## src/rtl/dcmf_pkg.sv

```systemverilog
// Dark channel min filter: shared types, codes and default sizes.
// No dependencies; used by dcmf_if, dcmf_scan and the top level.
package dcmf_pkg;

    localparam int PATCH_DEF      = 15;
    localparam int MAX_WIDTH_DEF  = 1024;
    localparam int MAX_HEIGHT_DEF = 1024;

    localparam int PIX_W     = 8;
    localparam int CFG_W     = 11;
    localparam int CFG_IDX_W = 1;

    localparam logic [PIX_W-1:0] PIX_MAX   = 8'hFF;
    localparam logic [CFG_W-1:0] CFG_RESET = 11'd1024;

    typedef enum logic [CFG_IDX_W-1:0] {
        REG_WIDTH  = 1'b0,
        REG_HEIGHT = 1'b1
    } t_cfg_reg;

    typedef enum logic {
        REQ_PIXEL = 1'b0,
        REQ_DRAIN = 1'b1
    } t_req;

    typedef enum logic [1:0] {
        ST_IDLE,
        ST_SCAN,
        ST_DONE
    } t_top_state;

    typedef enum logic [1:0] {
        SC_IDLE,
        SC_READ,
        SC_LAST,
        SC_FIN
    } t_scan_state;

    typedef struct packed {
        logic             done;
        logic [PIX_W-1:0] value;
    } t_scan_stat;

endpackage

```

## src/rtl/dcmf_scan.sv

```systemverilog
// Window walker: steps a PATCH x PATCH window over the line store, one read
// per cycle, and keeps a running minimum with one comparator. Uses dcmf_pkg.
module dcmf_scan #(
    parameter int PATCH      = dcmf_pkg::PATCH_DEF,
    parameter int MAX_WIDTH  = dcmf_pkg::MAX_WIDTH_DEF,
    parameter int MAX_HEIGHT = dcmf_pkg::MAX_HEIGHT_DEF
) (
    input  logic                                 i_clk,
    input  logic                                 i_rst_n,
    input  logic                                 i_start,
    input  logic [$clog2(MAX_HEIGHT)-1:0]        i_row,
    input  logic [$clog2(MAX_WIDTH)-1:0]         i_col,
    input  logic [((PATCH > 1) ? $clog2(PATCH) : 1)-1:0] i_rowmod,
    input  logic [$clog2(MAX_WIDTH+1)-1:0]       i_width,
    input  logic [$clog2(MAX_HEIGHT+1)-1:0]      i_height,
    output logic                                 o_rd_en,
    output logic [$clog2(PATCH*MAX_WIDTH)-1:0]   o_rd_addr,
    input  logic [dcmf_pkg::PIX_W-1:0]           i_rd_data,
    output dcmf_pkg::t_scan_stat                 o_stat
);

    localparam int PM_W  = (PATCH > 1) ? $clog2(PATCH) : 1;
    localparam int COL_W = $clog2(MAX_WIDTH);
    localparam int ROW_W = $clog2(MAX_HEIGHT);
    localparam int W_W   = $clog2(MAX_WIDTH + 1);
    localparam int H_W   = $clog2(MAX_HEIGHT + 1);
    localparam int AW    = $clog2(PATCH * MAX_WIDTH);
    localparam logic [PM_W-1:0] P_LAST = PM_W'(PATCH - 1);

    dcmf_pkg::t_scan_state r_state, n_state;

    logic [PM_W-1:0]            r_dr, r_dc, r_rowmod;
    logic [ROW_W-1:0]           r_r;
    logic [COL_W-1:0]           r_c, r_col0;
    logic [dcmf_pkg::PIX_W-1:0] r_min;
    logic                       r_rd_vld;
    logic                       row_end, win_end;

    // window clipped at the right and bottom edges (padding never lowers the min)
    assign row_end = (r_dc == P_LAST) || ((W_W'(r_c) + W_W'(1)) >= i_width);
    assign win_end = (r_dr == P_LAST) || ((H_W'(r_r) + H_W'(1)) >= i_height);

    always_comb begin
        n_state = r_state;
        unique case (r_state)
            dcmf_pkg::SC_IDLE: if (i_start) n_state = dcmf_pkg::SC_READ;
            dcmf_pkg::SC_READ: if (row_end && win_end) n_state = dcmf_pkg::SC_LAST;
            dcmf_pkg::SC_LAST: n_state = dcmf_pkg::SC_FIN;
            dcmf_pkg::SC_FIN:  n_state = dcmf_pkg::SC_IDLE;
            default:           n_state = dcmf_pkg::SC_IDLE;
        endcase
    end

    always_comb begin
        o_rd_en      = (r_state == dcmf_pkg::SC_READ);
        o_rd_addr    = AW'(r_rowmod) * AW'(MAX_WIDTH) + AW'(r_c);
        o_stat.done  = (r_state == dcmf_pkg::SC_FIN);
        o_stat.value = r_min;
    end

    always_ff @(posedge i_clk) begin
        if (!i_rst_n) begin
            r_state  <= dcmf_pkg::SC_IDLE;
            r_rd_vld <= 1'b0;
        end else begin
            r_state  <= n_state;
            r_rd_vld <= (r_state == dcmf_pkg::SC_READ);
        end
    end

    always_ff @(posedge i_clk) begin
        if (r_state == dcmf_pkg::SC_IDLE && i_start) begin
            r_r      <= i_row;
            r_c      <= i_col;
            r_col0   <= i_col;
            r_rowmod <= i_rowmod;
            r_dr     <= '0;
            r_dc     <= '0;
            r_min    <= dcmf_pkg::PIX_MAX;
        end else begin
            if (r_state == dcmf_pkg::SC_READ) begin
                if (row_end) begin
                    r_dc     <= '0;
                    r_c      <= r_col0;
                    r_dr     <= r_dr + PM_W'(1);
                    r_r      <= r_r + ROW_W'(1);
                    r_rowmod <= (r_rowmod == P_LAST) ? '0 : r_rowmod + PM_W'(1);
                end else begin
                    r_dc <= r_dc + PM_W'(1);
                    r_c  <= r_c + COL_W'(1);
                end
            end
            if (r_rd_vld && (i_rd_data < r_min)) begin
                r_min <= i_rd_data;
            end
        end
    end

endmodule

```

## config.mk

```make
export PLATFORM = sky130hd
export DESIGN_NAME = dcmf_scan
export DESIGN_NICKNAME = d
export VERILOG_FILES = /design/src/rtl/dcmf_pkg.sv /design/src/rtl/dcmf_scan.sv
export SDC_FILE = /design/constraint.sdc
export NUM_CORES = 1
export LEC_CHECK = 0
export BUFFER_PORTS_ARGS = -buffer_cell sky130_fd_sc_hd__buf_2
export CORE_UTILIZATION = 58
export CTS_CLUSTER_SIZE = 12
export DETAILED_ROUTE_END_ITERATION = 8
export PLACE_DENSITY = 0.86
export SETUP_SLACK_MARGIN = 0.2
export SLEW_MARGIN = 20
export SYNTH_ARGS = -nofsm -noshare
export SYNTH_HDL_FRONTEND = slang
export SYNTH_SLANG_ARGS = --single-unit
export TNS_END_PERCENT = 20
```

## constraint.sdc

```tcl
create_clock -name i_clk -period 4.4 [get_ports i_clk]
set_input_delay 1.1 -clock i_clk [delete_from_list [all_inputs] [get_ports i_clk]]
set_output_delay 1.1 -clock i_clk [all_outputs]
set_load 0.005 [all_outputs]
```

-- Word level (Yosys, flattened, before mapping)
Cells that the tools add are included.
- bits in registers: 53
- bits in latches: 0
- RAM bits: 0
- ROM bits: 0
- bits of input ports: 57
- output and inout bits: 24
- word-level logic and storage cells: 53
- memories: 0
- add/sub/neg operators: 8
- multiply operators: 0
- div/mod/pow operators: 0
- order comparisons: 3
- equal/unequal tests: 8
- shifts and indexed selects: 0
- multiplexer cells: 14
- bitwise operators: 0
- reduce and logical (&&, ||, !) cells: 11
- operator list (cell ; count):
    $mux 10 ; 6
    $add 10x1->11 const B ; 2
    $ge 11x11->1 ; 2
    $add 10x1->10 const B ; 2
    $mux 4 ; 5
    $add 14x10->14 ; 1
    $add 4x1->4 const B ; 3
    $eq 4x4->1 const B ; 3
    $lt 8x8->1 ; 1
    $pmux 2 s4 ; 1
    $reduce_and 2->1 ; 3
    $eq 2x2->1 const B ; 2
    $mux 2 ; 2
    $reduce_bool 2->1 ; 2
    $logic_and 1x1->1 ; 3
    $eq 2x1->1 const B ; 1
    $logic_not 2->1 ; 1
    $logic_or 1x1->1 ; 2
    $ne 2x1->1 const B ; 1
    $ne 2x2->1 const B ; 1

-- Depth between registers and ports, before layout
- word-level depth: 6
- gate-level depth with buffers: 12
- mapped depth without buffers: 11

-- Worst setup path after synthesis
OpenSTA, ideal clock, no wires.
- path kind: register -> register
- start: register r_c[2]
- end: register r_r[0] (enable)
- setup time: 286 ps
- data arrival time: 2496 ps
- required time: 4114 ps
- path slack: 1618 ps
- stages on the path, launching flop included: 11
- buffers on the path: 0
- clock period less this slack: 2782 ps
- path through: edfxtp_1 -> and3_1 -> and2_1 -> and4_1 -> xor2_1 -> ha_1 -> a211oi_2 -> o21ai_1 -> a31oi_4 -> a21oi_2 -> or2_2
- longest elaborated chain between the ends: 5
- RTL lines (what ; RTL line ; text):
    start, declared ; dcmf_scan.sv:34 ; logic [COL_W-1:0] r_c, r_col0;
    start signal, assigned ; dcmf_scan.sv:74 ; r_c <= i_col;
    start signal, assigned ; dcmf_scan.sv:84 ; r_c <= r_col0;
    start signal, assigned ; dcmf_scan.sv:90 ; r_c <= r_c + COL_W'(1);
    $add 10x1->11 ; dcmf_scan.sv:40 ; assign row_end = (r_dc == P_LAST) || ((W_W'(r_c) + W_W'(1)) >= i_width);
    $ge 11x11->1 ; dcmf_scan.sv:40 ;
    $logic_or 1x1->1 ; dcmf_scan.sv:40 ;
    $reduce_bool 2->1 (no source line) ; n/a ;
    $reduce_and 2->1 (no source line) ; n/a ;
    end signal, assigned ; dcmf_scan.sv:73 ; r_r <= i_row;
    end signal, assigned ; dcmf_scan.sv:86 ; r_r <= r_r + ROW_W'(1);
    end, declared ; dcmf_scan.sv:33 ; logic [ROW_W-1:0] r_r;
No other way between the ends.
A chain may end at the register's enable or synchronous reset.

-- Worst setup path in the final report
Same ends and word-level chain as after synthesis.

==> results.md <==
- Critical path depth in cells: 9
- Detailed-route DRC error count: 0
- Finished Layout Cells: between 500 and 600
- Share of the yosys chip area belonging to registers: a little over two fifths
- Placement Setup Slack: between 1 and 1.5 ns
- Ant. Diodes: 0
- Die area: 0.006105 mm2
- Share of layout cells above drive strength 1: 22.99%
- HP Class: register to register
- CTS Buf Count: 5
- Root cell of the clock tree: clkbuf_8
- Routed via count: about 2,700
- Largest cells by area after synthesis: edfxtp_1 (30%), ha_1 (15%), dfxtp_1 (11%)
- GRT Overall Usage: between 20% and 30%
- Starting DRC count in detailed routing: 123
- Fmax: 324.9 MHz
- Final ANT Viol Nets: 0
- Count leader, synth: nand2_1
- Netlist cell types: 42
- Worst slew margin: 49.44%
- EDFF count, synth: 34
- RSZ-0062 raised after global routing: false
- Vias per cell: ~5.3
- GP Congestion: 0.8678
- Final Worst Setup Slack: ~1.3 ns
- Synth Instances: roughly 350
- Die Y: 78.14 um
- Mapped Area: approximately 0.0034 mm2
- Cell accounting for the most synthesized area: edfxtp_1
- Async SR Flop Fraction: 0%
- CTS tree: done
- Final Max Tran Viols: 0
- Storage cell area: ~0.0014 mm2
- Status: finished clean
- Slowest stage delay, CP: 0.46 ns
- VDD IR-drop max: ~410 uV
- CP Data Required Time: 4.39 ns
- Delay-heaviest family, CP: simple AND/OR/NAND/NOR gates
- Ys Warns: 0
- Clk slew on worst S/H paths: approximately 0.10 ns
- Synth-to-layout area growth: 17.53%
- Leak Pwr: between 0.0015 and 0.002 uW
- Core area: approximately 0.0055 mm2
- Power Density: about 630 mW/mm2
- Post-Route WL: between 6000 and 7000 um
- Largest net degree at the start of global routing: 28
- CP Class: register to register
- Starting Density: 60.68%
- IO Port Bufs: 80
- Top cells by count, synth: nand2_1 (48), ha_1 (40), edfxtp_1 (34), nor2_1 (33), inv_1 (32)
- Layout Nets: roughly 530
- Drt wl/cell: 13.68 um
- Clock sink count: 53
- Startpoint types: register
- Hold depth: 2
- Slew @ Worst Pin: between 0.7 and 0.8 ns
- Standard-cell row count: 27
- Critical Path AT: between 3 and 4 ns
- Sequence of cells on the critical path: and3_1 -> and2_1 -> and4_1 -> and3_1 -> ha_1 -> and4_1 -> nand2_1 -> a21oi_2 -> or2_2
- Main synth FF type: edfxtp_1
- Placed insts: between 400 and 500
- CTS resizes: 0
- Number of cells on the worst reg-to-reg path: 9
- Ports: a little over 80
- Layout Skew: between 0.009 and 0.01 ns
- Hold_buf cts: 0
- Synth Area per Inst: between 9 and 10 um2
- Die X-Extent: a little under 80 um
- Setup TNS: 0 ns
- Slowest CP cell: edfxtp_1
- Fin. Hold Viols: 0
- Final core utilization: between 70% and 80%
- First-pass DRT Iterations: 4
- Top cell type's share of synthesized area: a little under a third
- Post-DP HPWL: around 5400 um
- Minimum clock period: between 3 and 4 ns
- GR Overflow Total: 0
- Critical Path Fanout Max: 14
- Endpoints failing setup: 0
- Max Cap Viol: 0
- Final worst-path cycle share: 69.94%
- Area of the multi-input gates: approximately 0.0018 mm2
- Initial antenna violation count: 0
- Vias in the first global route: roughly 2,500
- CP bufs+invs: 0
- First-pass GRT wire length: between 10,000 and 15,000 um
- Synth Register Bits: 53
- Fill count: between 400 and 500
- Clk_lat worst skew: roughly 0.31 ns
- Setup Buffers After CTS: 0
- Longest Clk Path Bufs: 2
- Synth Net Count: 449
- H-tree Lvls: 2
- CP endpoint kind: register
[per-layer routing]
metal  track usage [%]  vias up  share of wire, %
met3             4.535       12               4.0
met1             30.38     1241                46
li1                  -     1392                 -
met5                 0        -                 0
met4             10.00        0               2.1
met2             39.39       62                48
[per-stage QoR]
step | hold WS (ns) | power [uW] | instance area, um2
final | 0.5022 | 2492 | 3951
after global routing | 0.5396 | 2709 | 3951
after CTS | 0.5083 | 2504 | 3951
after detailed placement | 0.4861 | 2177 | 3837
after global placement | 0.4717 | 2107 | 3837
after floorplan | 0.4583 | 1804 | 3362
[cells by family (layout without fill, tap and decap cells)]
family                     count (synthesis)  in the layout  share of synthesized area (%)
muxes                                     20             20                          5.992
AOI/OAI and AO/OA                         57             57                          11.09
DFF                                       53             53                          41.68
and+or+nand+nor                          123            123                          16.86
buffers and inverters                     41            124                          4.801
adders and majority gates                 40             40                          14.89
xor gates and xnor gates                  18             18                          4.689
[cell usage in the layout (no fill, tap or decap), types with 3 or more instances in the layout]
cell	netlist	layout
xor2_1	5	5
inv_1	32	32
nand2b_1	4	4
buf_2	0	80
ha_1	40	40
nand4_1	5	5
o21ai_1	4	4
nor2_1	33	33
and3_1	6	6
dfxtp_1	19	19
nand3_1	12	12
xnor2_1	13	13
a21o_1	5	5
buf_4	0	3
nor2b_1	3	3
nand2_1	48	48
clkbuf_8	0	6
mux2i_1	19	19
a21oi_1	18	18
o21ai_0	16	16
edfxtp_1	34	34
and4_1	3	3
[path summary, 6_finish.rpt]
kind,from,end,slack [ns]
setup / recovery,r_c[2]$_DFFE_PP_,r_r[0]$_DFFE_PP_,1.32
hold / removal,r_min[1]$_SDFFE_PP1P_,r_min[1]$_SDFFE_PP1P_,0.50
setup reg to reg,r_c[2]$_DFFE_PP_,r_r[0]$_DFFE_PP_,1.32
hold reg to reg,r_min[1]$_SDFFE_PP1P_,r_min[1]$_SDFFE_PP1P_,0.50
[tightest hold or removal path: stages (launching register included)]
cell,delay (ns)
dfxtp_1,0.35
mux2i_1,0.07
nand2_1,0.06
[area by class of cell]
cell class,count,area share [%]
Inverter,33,3.135
Clock inverter,1,0.1583
Multi-Input combinational cell,258,45.54
Tap cell,72,2.280
Clock buffer,7,2.723
Sequential cell,53,35.47
Timing Repair Buffer,83,10.70
[report_power, final]
part           internal (uW)  switching, uW  total (uW)
clock                    163            163         326
sequential               803            179         982
combinational            513            671        1180
total                   1480           1010        2490
[sequential cells by signal, summed over array words and instances (netlist names)]
name and count:
r_min 8, r_col0 10, r_dr 4, r_dc 4, r_rd_vld 1, r_r 10
r_state 2, r_rowmod 4, r_c 10
No activity file was read; power rests on OpenSTA's default activity.
